<file path="src/rtl/trs_pkg.sv">
`default_nettype none

package trs_pkg;

  // Configuration register indexes.
  localparam logic [2:0] REG_PREDICTION_HOLD = 3'd0;
  localparam logic [2:0] REG_SCAN_PERIOD     = 3'd1;
  localparam logic [2:0] REG_YAW_HALF_SPAN   = 3'd2;
  localparam logic [2:0] REG_YAW_STEP        = 3'd3;
  localparam logic [2:0] REG_PITCH_HALF_SPAN = 3'd4;
  localparam logic [2:0] REG_PITCH_STEP      = 3'd5;

  localparam int QUEUE_DEPTH = 2;

  typedef enum logic [1:0] {
    MODE_TRACK   = 2'd0,
    MODE_PREDICT = 2'd1,
    MODE_SCAN    = 2'd2
  } mode_t;

  typedef enum logic [1:0] {
    OP_UPDATE_SEEN = 2'd0,
    OP_UPDATE_LOST = 2'd1,
    OP_COMMIT      = 2'd2
  } item_op_t;

  typedef struct packed {
    item_op_t           op;
    logic [31:0]        now_time;
    logic signed [15:0] offset_x;
    logic signed [15:0] offset_y;
    logic signed [16:0] yaw_done_pulses;
    logic               yaw_taken;
    logic signed [16:0] pitch_done_pulses;
    logic               pitch_taken;
  } item_t;

  typedef struct packed {
    logic full;
  } queue_status_t;

  typedef struct packed {
    logic               forward;
    logic signed [16:0] command;
  } axis_res_t;

  // One scan step on one axis: turn round at the span edges, then clip the
  // step to the distance left to the edge in the direction of travel.
  function automatic axis_res_t axis_step(input logic signed [31:0] pos,
                                          input logic [15:0] half,
                                          input logic [15:0] step,
                                          input logic forward);
    logic signed [33:0] p;
    logic signed [33:0] h;
    logic signed [33:0] s;
    logic signed [33:0] rem;
    logic signed [33:0] c;
    axis_res_t          res;
    p = {{2{pos[31]}}, pos};
    h = {18'd0, half};
    s = {18'd0, step};
    res.forward = forward;
    if (p >= h) begin
      res.forward = 1'b0;
    end else if (p <= -h) begin
      res.forward = 1'b1;
    end
    if (res.forward) begin
      rem = h - p;
      c = (s > rem) ? rem : s;
    end else begin
      rem = -h - p;
      c = (-s < rem) ? rem : -s;
    end
    res.command = c[16:0];
    return res;
  endfunction

endpackage

`default_nettype wire

</file>
<file path="src/rtl/trs_front.sv">
`default_nettype none

module trs_front
  import trs_pkg::*;
(
  input  wire logic               in_valid,
  output logic                    in_stall,
  input  wire logic               kind,
  input  wire logic [31:0]        now_time,
  input  wire logic               target_seen,
  input  wire logic signed [15:0] offset_x,
  input  wire logic signed [15:0] offset_y,
  input  wire logic signed [16:0] yaw_done_pulses,
  input  wire logic               yaw_taken,
  input  wire logic signed [16:0] pitch_done_pulses,
  input  wire logic               pitch_taken,
  input  wire queue_status_t      q_status,
  output logic                    push,
  output item_t                   push_item
);

  // The item is taken whenever the queue has room.
  assign in_stall = q_status.full;
  assign push     = in_valid && !q_status.full;

  always_comb begin
    if (kind) begin
      push_item.op = OP_COMMIT;
    end else if (target_seen) begin
      push_item.op = OP_UPDATE_SEEN;
    end else begin
      push_item.op = OP_UPDATE_LOST;
    end
    push_item.now_time          = now_time;
    push_item.offset_x          = offset_x;
    push_item.offset_y          = offset_y;
    push_item.yaw_done_pulses   = yaw_done_pulses;
    push_item.yaw_taken         = yaw_taken;
    push_item.pitch_done_pulses = pitch_done_pulses;
    push_item.pitch_taken       = pitch_taken;
  end

endmodule

`default_nettype wire

</file>
<file path="src/rtl/trs_queue.sv">
`default_nettype none

module trs_queue
  import trs_pkg::*;
(
  input  wire logic  clk,
  input  wire logic  rst,
  input  wire logic  push,
  input  wire item_t push_item,
  input  wire logic  pop,
  output logic       q_valid,
  output item_t      q_item,
  output queue_status_t q_status
);

  localparam int PtrW = $clog2(QUEUE_DEPTH);
  localparam int CntW = $clog2(QUEUE_DEPTH + 1);

  item_t            slots [QUEUE_DEPTH];
  logic [PtrW-1:0]  wr_ptr;
  logic [PtrW-1:0]  rd_ptr;
  logic [CntW-1:0]  count;

  always_ff @(posedge clk) begin
    if (push) begin
      slots[wr_ptr] <= push_item;
    end
  end

  always_ff @(posedge clk) begin
    if (rst) begin
      wr_ptr <= '0;
      rd_ptr <= '0;
      count  <= '0;
    end else begin
      if (push) begin
        wr_ptr <= (wr_ptr == PtrW'(QUEUE_DEPTH - 1)) ? '0 : wr_ptr + 1'b1;
      end
      if (pop) begin
        rd_ptr <= (rd_ptr == PtrW'(QUEUE_DEPTH - 1)) ? '0 : rd_ptr + 1'b1;
      end
      if (push && !pop) begin
        count <= count + 1'b1;
      end else if (pop && !push) begin
        count <= count - 1'b1;
      end
    end
  end

  assign q_valid        = (count != '0);
  assign q_item         = slots[rd_ptr];
  assign q_status.full  = (count == CntW'(QUEUE_DEPTH));

endmodule

`default_nettype wire

</file>
<file path="src/rtl/trs_back.sv">
`default_nettype none

module trs_back
  import trs_pkg::*;
(
  input  wire logic               clk,
  input  wire logic               rst,
  input  wire logic               cfg_write,
  input  wire logic [2:0]         cfg_index,
  input  wire logic [15:0]        cfg_data,
  input  wire logic               q_valid,
  input  wire item_t              q_item,
  output logic                    pop,
  output logic                    out_valid,
  input  wire logic               out_stall,
  output logic [1:0]              mode_now,
  output logic                    use_track,
  output logic                    reset_track,
  output logic                    stop_track,
  output logic signed [15:0]      track_x,
  output logic signed [15:0]      track_y,
  output logic signed [16:0]      yaw_command,
  output logic signed [16:0]      pitch_command
);

  logic [15:0] prediction_hold;
  logic [15:0] scan_period;
  logic [15:0] yaw_half_span;
  logic [15:0] yaw_step;
  logic [15:0] pitch_half_span;
  logic [15:0] pitch_step;

  mode_t              mode, mode_next;
  logic [31:0]        lost_time, lost_time_next;
  logic [31:0]        yaw_last, yaw_last_next;
  logic [31:0]        pitch_last, pitch_last_next;
  logic signed [15:0] held_x, held_x_next;
  logic signed [15:0] held_y, held_y_next;
  logic signed [31:0] yaw_pos, yaw_pos_next;
  logic signed [31:0] pitch_pos, pitch_pos_next;
  logic               yaw_fwd, yaw_fwd_next;
  logic               pitch_fwd, pitch_fwd_next;
  logic               hist_valid, hist_valid_next;

  logic               res_load;
  mode_t              res_mode, res_mode_next;
  logic               res_use, res_use_next;
  logic               res_reset, res_reset_next;
  logic               res_stop, res_stop_next;
  logic signed [15:0] res_x, res_x_next;
  logic signed [15:0] res_y, res_y_next;
  logic signed [16:0] res_yaw, res_yaw_next;
  logic signed [16:0] res_pitch, res_pitch_next;

  mode_t       eff_mode;
  logic [31:0] eff_lost;
  logic [31:0] since_lost;
  logic [31:0] yaw_elapsed;
  logic [31:0] pitch_elapsed;
  axis_res_t   yaw_res;
  axis_res_t   pitch_res;

  // A commit gives no result, so it may run while a result is still waiting.
  assign pop = q_valid && ((q_item.op == OP_COMMIT) || !out_valid || !out_stall);

  always_ff @(posedge clk) begin
    if (rst) begin
      prediction_hold <= '0;
      scan_period     <= '0;
      yaw_half_span   <= '0;
      yaw_step        <= '0;
      pitch_half_span <= '0;
      pitch_step      <= '0;
    end else if (cfg_write) begin
      unique case (cfg_index)
        REG_PREDICTION_HOLD: prediction_hold <= cfg_data;
        REG_SCAN_PERIOD:     scan_period     <= cfg_data;
        REG_YAW_HALF_SPAN:   yaw_half_span   <= cfg_data;
        REG_YAW_STEP:        yaw_step        <= cfg_data;
        REG_PITCH_HALF_SPAN: pitch_half_span <= cfg_data;
        REG_PITCH_STEP:      pitch_step      <= cfg_data;
        default: ;
      endcase
    end
  end

  always_ff @(posedge clk) begin
    if (rst) begin
      mode       <= MODE_TRACK;
      lost_time  <= '0;
      yaw_last   <= '0;
      pitch_last <= '0;
      held_x     <= '0;
      held_y     <= '0;
      yaw_pos    <= '0;
      pitch_pos  <= '0;
      yaw_fwd    <= 1'b1;
      pitch_fwd  <= 1'b1;
      hist_valid <= 1'b0;
      out_valid  <= 1'b0;
    end else begin
      mode       <= mode_next;
      lost_time  <= lost_time_next;
      yaw_last   <= yaw_last_next;
      pitch_last <= pitch_last_next;
      held_x     <= held_x_next;
      held_y     <= held_y_next;
      yaw_pos    <= yaw_pos_next;
      pitch_pos  <= pitch_pos_next;
      yaw_fwd    <= yaw_fwd_next;
      pitch_fwd  <= pitch_fwd_next;
      hist_valid <= hist_valid_next;
      if (res_load) begin
        out_valid <= 1'b1;
      end else if (!out_stall) begin
        out_valid <= 1'b0;
      end
    end
  end

  always_ff @(posedge clk) begin
    if (res_load) begin
      res_mode  <= res_mode_next;
      res_use   <= res_use_next;
      res_reset <= res_reset_next;
      res_stop  <= res_stop_next;
      res_x     <= res_x_next;
      res_y     <= res_y_next;
      res_yaw   <= res_yaw_next;
      res_pitch <= res_pitch_next;
    end
  end

  always_comb begin
    yaw_elapsed   = q_item.now_time - yaw_last;
    pitch_elapsed = q_item.now_time - pitch_last;
    yaw_res   = axis_step(yaw_pos, yaw_half_span, yaw_step, yaw_fwd);
    pitch_res = axis_step(pitch_pos, pitch_half_span, pitch_step, pitch_fwd);

    mode_next       = mode;
    lost_time_next  = lost_time;
    yaw_last_next   = yaw_last;
    pitch_last_next = pitch_last;
    held_x_next     = held_x;
    held_y_next     = held_y;
    yaw_pos_next    = yaw_pos;
    pitch_pos_next  = pitch_pos;
    yaw_fwd_next    = yaw_fwd;
    pitch_fwd_next  = pitch_fwd;
    hist_valid_next = hist_valid;

    res_load       = 1'b0;
    res_mode_next  = MODE_SCAN;
    res_use_next   = 1'b0;
    res_reset_next = 1'b0;
    res_stop_next  = 1'b0;
    res_x_next     = '0;
    res_y_next     = '0;
    res_yaw_next   = '0;
    res_pitch_next = '0;

    // A loss seen while tracking starts the hold clock at this update.
    eff_mode = mode;
    eff_lost = lost_time;
    if (mode == MODE_TRACK) begin
      eff_mode = MODE_PREDICT;
      eff_lost = q_item.now_time;
    end
    since_lost = q_item.now_time - eff_lost;

    if (pop) begin
      unique case (q_item.op)
        OP_COMMIT: begin
          if (mode == MODE_SCAN) begin
            if (q_item.yaw_taken) begin
              yaw_pos_next = yaw_pos + {{15{q_item.yaw_done_pulses[16]}},
                                        q_item.yaw_done_pulses};
              yaw_last_next = q_item.now_time;
            end
            if (q_item.pitch_taken) begin
              pitch_pos_next = pitch_pos + {{15{q_item.pitch_done_pulses[16]}},
                                            q_item.pitch_done_pulses};
              pitch_last_next = q_item.now_time;
            end
          end
        end
        OP_UPDATE_SEEN: begin
          mode_next       = MODE_TRACK;
          held_x_next     = q_item.offset_x;
          held_y_next     = q_item.offset_y;
          hist_valid_next = 1'b1;
          res_load        = 1'b1;
          res_mode_next   = MODE_TRACK;
          res_use_next    = 1'b1;
          res_reset_next  = (mode != MODE_TRACK);
          res_stop_next   = (mode == MODE_SCAN);
          res_x_next      = q_item.offset_x;
          res_y_next      = q_item.offset_y;
        end
        OP_UPDATE_LOST: begin
          res_load       = 1'b1;
          lost_time_next = eff_lost;
          if (eff_mode == MODE_PREDICT) begin
            if (hist_valid && (since_lost < {16'd0, prediction_hold})) begin
              mode_next     = MODE_PREDICT;
              res_mode_next = MODE_PREDICT;
              res_use_next  = 1'b1;
              res_x_next    = held_x;
              res_y_next    = held_y;
            end else begin
              mode_next       = MODE_SCAN;
              yaw_pos_next    = '0;
              pitch_pos_next  = '0;
              yaw_fwd_next    = 1'b1;
              pitch_fwd_next  = 1'b1;
              yaw_last_next   = q_item.now_time;
              pitch_last_next = q_item.now_time;
              res_stop_next   = 1'b1;
            end
          end else begin
            if (yaw_elapsed >= {16'd0, scan_period}) begin
              yaw_fwd_next = yaw_res.forward;
              res_yaw_next = yaw_res.command;
            end
            if (pitch_elapsed >= {16'd0, scan_period}) begin
              pitch_fwd_next = pitch_res.forward;
              res_pitch_next = pitch_res.command;
            end
          end
        end
        default: ;
      endcase
    end
  end

  assign mode_now      = 2'(res_mode);
  assign use_track     = res_use;
  assign reset_track   = res_reset;
  assign stop_track    = res_stop;
  assign track_x       = res_x;
  assign track_y       = res_y;
  assign yaw_command   = res_yaw;
  assign pitch_command = res_pitch;

endmodule

`default_nettype wire

</file>
<file path="src/rtl/target_loss_recovery_scanner.sv">
// An accepted update item passes through the queue into the output register.
// Throughput: one item per cycle unless a waiting result is stalled.
// Input stall rises only when the two-entry queue is full.
// Reset (rst, synchronous, active high) empties the queue and output stage, sets
// tracking mode, clears times, offsets and positions, sets both axes forward and
// zeroes all configuration registers. No clearing pass is needed.
`default_nettype none

module target_loss_recovery_scanner
  import trs_pkg::*;
(
  input  wire logic               clk,
  input  wire logic               rst,
  // Configuration write port.
  input  wire logic               cfg_write,
  input  wire logic [2:0]         cfg_index,
  input  wire logic [15:0]        cfg_data,
  // Input channel.
  input  wire logic               in_valid,
  output logic                    in_stall,
  input  wire logic               kind,
  input  wire logic [31:0]        now_time,
  input  wire logic               target_seen,
  input  wire logic signed [15:0] offset_x,
  input  wire logic signed [15:0] offset_y,
  input  wire logic signed [16:0] yaw_done_pulses,
  input  wire logic               yaw_taken,
  input  wire logic signed [16:0] pitch_done_pulses,
  input  wire logic               pitch_taken,
  // Output channel.
  output logic                    out_valid,
  input  wire logic               out_stall,
  output logic [1:0]              mode_now,
  output logic                    use_track,
  output logic                    reset_track,
  output logic                    stop_track,
  output logic signed [15:0]      track_x,
  output logic signed [15:0]      track_y,
  output logic signed [16:0]      yaw_command,
  output logic signed [16:0]      pitch_command
);

  // The front accepts items and classifies them as a seen update, a lost
  // update or a commit. Classified items wait in a short queue so that the
  // input side keeps flowing while the output side is stalled.
  logic          push;
  item_t         push_item;
  logic          pop;
  logic          q_valid;
  item_t         q_item;
  queue_status_t q_status;

  trs_front u_front (
    .in_valid          (in_valid),
    .in_stall          (in_stall),
    .kind              (kind),
    .now_time          (now_time),
    .target_seen       (target_seen),
    .offset_x          (offset_x),
    .offset_y          (offset_y),
    .yaw_done_pulses   (yaw_done_pulses),
    .yaw_taken         (yaw_taken),
    .pitch_done_pulses (pitch_done_pulses),
    .pitch_taken       (pitch_taken),
    .q_status          (q_status),
    .push              (push),
    .push_item         (push_item)
  );

  trs_queue u_queue (
    .clk       (clk),
    .rst       (rst),
    .push      (push),
    .push_item (push_item),
    .pop       (pop),
    .q_valid   (q_valid),
    .q_item    (q_item),
    .q_status  (q_status)
  );

  // The back holds the mode machine, the hold timer, the scan axes and the
  // configuration. It carries out one item per cycle unless a waiting result
  // is stalled, and places each result in an output register. Commits never
  // produce a result, so they may be carried out while a result waits.
  trs_back u_back (
    .clk           (clk),
    .rst           (rst),
    .cfg_write     (cfg_write),
    .cfg_index     (cfg_index),
    .cfg_data      (cfg_data),
    .q_valid       (q_valid),
    .q_item        (q_item),
    .pop           (pop),
    .out_valid     (out_valid),
    .out_stall     (out_stall),
    .mode_now      (mode_now),
    .use_track     (use_track),
    .reset_track   (reset_track),
    .stop_track    (stop_track),
    .track_x       (track_x),
    .track_y       (track_y),
    .yaw_command   (yaw_command),
    .pitch_command (pitch_command)
  );

endmodule

`default_nettype wire

</file>
<file path="config.mk">
export PLATFORM = sky130hd
export DESIGN_NAME = target_loss_recovery_scanner
export DESIGN_NICKNAME = d
export VERILOG_FILES = /design/src/rtl/trs_pkg.sv /design/src/rtl/trs_front.sv /design/src/rtl/trs_queue.sv /design/src/rtl/trs_back.sv /design/src/rtl/target_loss_recovery_scanner.sv
export SDC_FILE = /design/constraint.sdc
export NUM_CORES = 2
export LEC_CHECK = 0
export BUFFER_PORTS_ARGS = -buffer_cell sky130_fd_sc_hd__buf_2
export CORE_MARGIN = 3
export CORE_UTILIZATION = 35
export CTS_BUF_LIST = sky130_fd_sc_hd__clkbuf_8
export DETAILED_ROUTE_END_ITERATION = 8
export PLACE_DENSITY_LB_ADDON = 0.05
export RECOVER_POWER = 25
export SLEW_MARGIN = 20
export SYNTH_ARGS = -nofsm -noshare
export SYNTH_HDL_FRONTEND = slang
export SYNTH_SLANG_ARGS = --single-unit
</file>
<file path="constraint.sdc">
create_clock -name clk -period 7.13 [get_ports clk]
set_input_delay 0.3565 -clock clk [delete_from_list [all_inputs] [get_ports clk]]
set_output_delay 0.3565 -clock clk [all_outputs]
set_load 0.005 [all_outputs]
</file>
==> run_results.csv <==
group,metric,value,unit
power_and_ir_drop,p_switching,10.6,mW
die,fp.dieW,346,um
timing,rsz0062_at_grt,"no",
power_and_ir_drop,ir_drop,0.296,mV
logic_synthesis,synthFlopType,"dfxtp_1",
clocking,cts_tree,"built",
timing,finalHoldViolCount,0,
setup_path,end_kind,"register",
global_routing,grt_usage,20.6,%
logic_synthesis,synth_edf_count,275,
timing,setup_slack,0.518,ns
placed_design,gp_congestion,0.862,
routing,ant_nets,0,
global_routing,grt_overflow,0,
setup_path,cpLargestDelayFamily,"compound AO/OA/AOI/OAI gates",
clocking,h-tree-depth,3,
timing,clock.fmax,0.151,GHz
setup_path,worstSetupStartpointType,"register",
die,rows,124,
logic_synthesis,syn_inst,4570,
routing,first_pass_iters,6,
cells_and_area,area_growth_syn_to_layout,15.0,%
die,start_util,35.3,%
run_status,outcome,"completed",
power_and_ir_drop,leakagePower,19.1,nW
logic_synthesis,synthArstFlopShare,0,%
clocking,clk_pin_slew,0.06,ns
logic_synthesis,syn_area,40500,sq um
setup_path,crit_buf_inv,0,
logic_synthesis,ys_types,102,
die,io_pins,199,
setup_path,cpPeakStageDelay,0.60,ns
setup_path,arrival,7.18,ns
routing,vias,34437,
setup_path,critPathSlowestCell,"or3b_2",
global_routing,grt_pass1_vias,33341,
setup_path,crit_path_max_fanout,16,
timing,whs,0.273,ns
cells_and_area,drive_gt1_share,9.15,%
power_and_ir_drop,power_frac_comb,65.4,%
cells_and_area,nets,5424,
global_routing,grt_antenna_before_repair,2,
placed_design,dpl.hpwl,95500,um
routing,drcViolationCount,0,
clocking,clockBufferDepth,3,
clocking,clock_latency,0.80,ns
timing,maxSlewViolCount,0,
timing,setup-violations-final,0,
power_and_ir_drop,power.internal,11.5,mW
die,core-area,115000,sq um
global_routing,grt_pass1_wl,195000,um
logic_synthesis,synth_nets,5115,
placed_design,io_buffers,198,
cells_and_area,utilization,40.6,%
power_and_ir_drop,p_clk_share,14.5,%
clocking,cts_buffers,109,
power_and_ir_drop,p_sw_share,47.9,%
timing,tightest_slew,1.13,ns
routing,wl,127000,um
logic_synthesis,syn_area_per_cell,8.87,sq um
global_routing,grt_max_degree,167,
run,max_cap_viol_count,0,
timing,layout_min_cycle_time,6.61,ns
clocking,cts_root_buffer,"clkbuf_8",
timing,post-route-period-util,92.7,%
setup_path,worstSetupPathType,"register to register",
min_path,hold_class,"input port to register",
setup_path,cp_common_cell,"ha_1",
clocking,cts_setup_buffers,0,
timing,tns,0,ns
logic_synthesis,ys_seq_area_share,35.2,%
cells_and_area,nFillCells,11648,
routing,wl_per_cell,19.6,um
timing,finClkSkew,0.0784,ns
routing,drt_iter0_markers,2038,
power_and_ir_drop,powerDensity,474,nW/um^2
timing,slew_headroom,24.2,%
logic_synthesis,yosys_warnings,0,
die,die_h,346,um
logic_synthesis,yosys_register_bits,574,
placed_design,preCtsSetupSlack,0.160,ns
setup_path,crit_required,7.70,ns
clocking,cts_sinks,574,
power_and_ir_drop,power_frac_seq,20.1,%
routing,via_per_inst,5.31,
die,fp.dieArea,120000,sq um
setup_path,crit_chain,"nor2_1, nand3_1, or3_1, or3b_2, nor2_1, ha_1, ha_1, a21oi_1, o21ai_0, nand3_1, o311ai_2, a221o_1, o41a_1, a2111oi_0, o21bai_1, a21oi_1, xor2_1, ha_1, nand4_1, a2111oi_2, or2_4, nand2_1, o21a_1, a221oi_1",
-- Yosys cell counts, types with 15 or more instances --
cell,count,area share [%]
a21oi_1,454,5.6
nor2_1,454,4.2
ha_1,410,13
nand2_1,406,3.8
dfxtp_1,299,15
edfxtp_1,275,20
inv_1,245,2.3
xnor2_1,164,3.5
o21ai_0,154,1.9
a21o_1,153,2.8
clkbuf_1,130,1.2
xor2_1,106,2.3
a211oi_1,94,1.7
nand3_1,94,1.2
mux2i_1,92,2.3
nor3_1,91,1.1
mux2_2,71,2.0
nand4_1,66,1.0
nand2b_1,64,0.99
nor2b_1,52,0.80
o21a_1,52,0.96
and3_1,42,0.65
a22oi_1,39,0.72
o211ai_1,39,0.72
or3_1,31,0.48
o21bai_1,30,0.56
nor4_1,29,0.45
a31oi_1,28,0.43
buf_2,26,0.32
and2_1,24,0.37
o211a_1,24,0.59
o31ai_1,24,0.44
o2111ai_1,19,0.41
o21ai_1,19,0.23
a211o_1,15,0.32
-- cells in the final DEF, fill, tap and decap left out, types with 116 or more instances in the layout --
master,count
ha_1,410
dfxtp_1,298
nor2_1,451
buf_2,116
inv_1,284
a21oi_1,453
clkbuf_8,125
a21o_1,153
xnor2_1,164
nand2_1,403
edfxtp_1,275
o21ai_0,154
dlygate4sd3_1,121
-- cell families after synthesis --
group / count (synthesis) / share of synthesized area, %
AND/OR/NAND/NOR: 1438 / 16.8
AO/OA/AOI/OAI: 1283 / 20.7
flip-flops: 574 / 35.2
buffers and inverters: 421 / 4.05
adder cells (fa/ha/maj): 419 / 13.1
XOR/XNOR: 270 / 5.84
multiplexers: 165 / 4.31
-- sequential cells by signal, summed over array words and instances (netlist names), 16 cells and up, named ones only --
register and flops:
u_back.pitch_command 17, u_back.pitch_half_span 16, u_back.held_y 16, u_back.yaw_pos 32
u_back.pitch_pos 32, u_back.yaw_last 32, u_back.yaw_half_span 16, u_back.scan_period 16
u_back.prediction_hold 16, u_back.track_x 16, u_back.held_x 16, u_back.lost_time 32
u_back.yaw_step 16, u_back.pitch_step 16, u_back.yaw_command 17, u_queue.slots 204
u_back.pitch_last 32, u_back.track_y 16
-- repair_timing --
action / in CTS / in global routing
setup endpoints to repair: 0 / 34
hold buffers: 121 / 0
hold endpoints to repair: 329 / 0
gates resized for setup: 0 / 12
-- per-layer routing --
layer / vias to the layer above / GRT usage (%) / part of all wire (%)
met3: 155 / 2.40 / 3.7
met1: 16248 / 28.6 / 49
met5: - / 0 / 0
li1: 17377 / - / -
met4: 0 / 5.38 / 2.2
met2: 657 / 33.8 / 45
-- layout make-up --
| cell class | instances | area [sq um] | share of cell area, % |
|---|---|---|---|
| multi-input cells | 3576 | 24800 | 53.2 |
| flip-flops and latches | 574 | 14200 | 30.6 |
| repair buffers | 369 | 2550 | 5.48 |
| well taps | 1512 | 1890 | 4.06 |
| clock buffers | 125 | 1720 | 3.69 |
| inverters | 249 | 935 | 2.01 |
| clock inverters | 82 | 463 | 0.994 |
| diodes | 3 | 7.51 | 0.0161 |
-- final timing paths --
check | start | endpoint | slack [ns] | cells after the start
max | u_back.yaw_half_span[2] | u_back.yaw_command[15] | 0.52 | 24
min | cfg_index[1] | u_back.yaw_half_span[0] | 0.27 | 5
max reg2reg | u_back.yaw_half_span[2] | u_back.yaw_command[15] | 0.52 | 24
min reg2reg | u_back.hist_valid | u_back.hist_valid | 0.46 | 2
-- worst register-to-register path: stages, from the launching register on --
cell       delay (ns)
dfxtp_1          0.36
nor2_1           0.16
nand3_1          0.10
or3_1            0.38
or3b_2           0.60
nor2_1           0.16
ha_1             0.24
ha_1             0.35
a21oi_1          0.14
o21ai_0          0.13
nand3_1          0.12
o311ai_2         0.15
a221o_1          0.36
o41a_1           0.37
a2111oi_0        0.47
o21bai_1         0.13
a21oi_1          0.19
xor2_1           0.11
ha_1             0.33
nand4_1          0.14
a2111oi_2        0.59
or2_4            0.35
nand2_1          0.09
o21a_1           0.10
a221oi_1         0.30
-- power groups by stage --
stage | Sequential, mW | Combinational, mW | Clock [mW]
2_1_floorplan | 4.46 | 10.6 | 0
3_3_place_gp | 4.51 | 14.4 | 0
3_5_place_dp | 4.51 | 14.3 | 0
4_1_cts | 4.45 | 14.5 | 3.35
5_1_grt | 4.51 | 16.2 | 3.49
6_report | 4.45 | 14.4 | 3.21
-- stage by stage --
step           cells  power, mW  instance area, sq um
6_report        6490       22.1                 46600
5_1_grt         6489       24.2                 46600
4_1_cts         6486       22.3                 46600
3_5_place_dp    6158       18.8                 43200
3_3_place_gp    6158       18.9                 43200
2_1_floorplan   4570       15.0                 40500
Power figures use the tool's default switching activity.
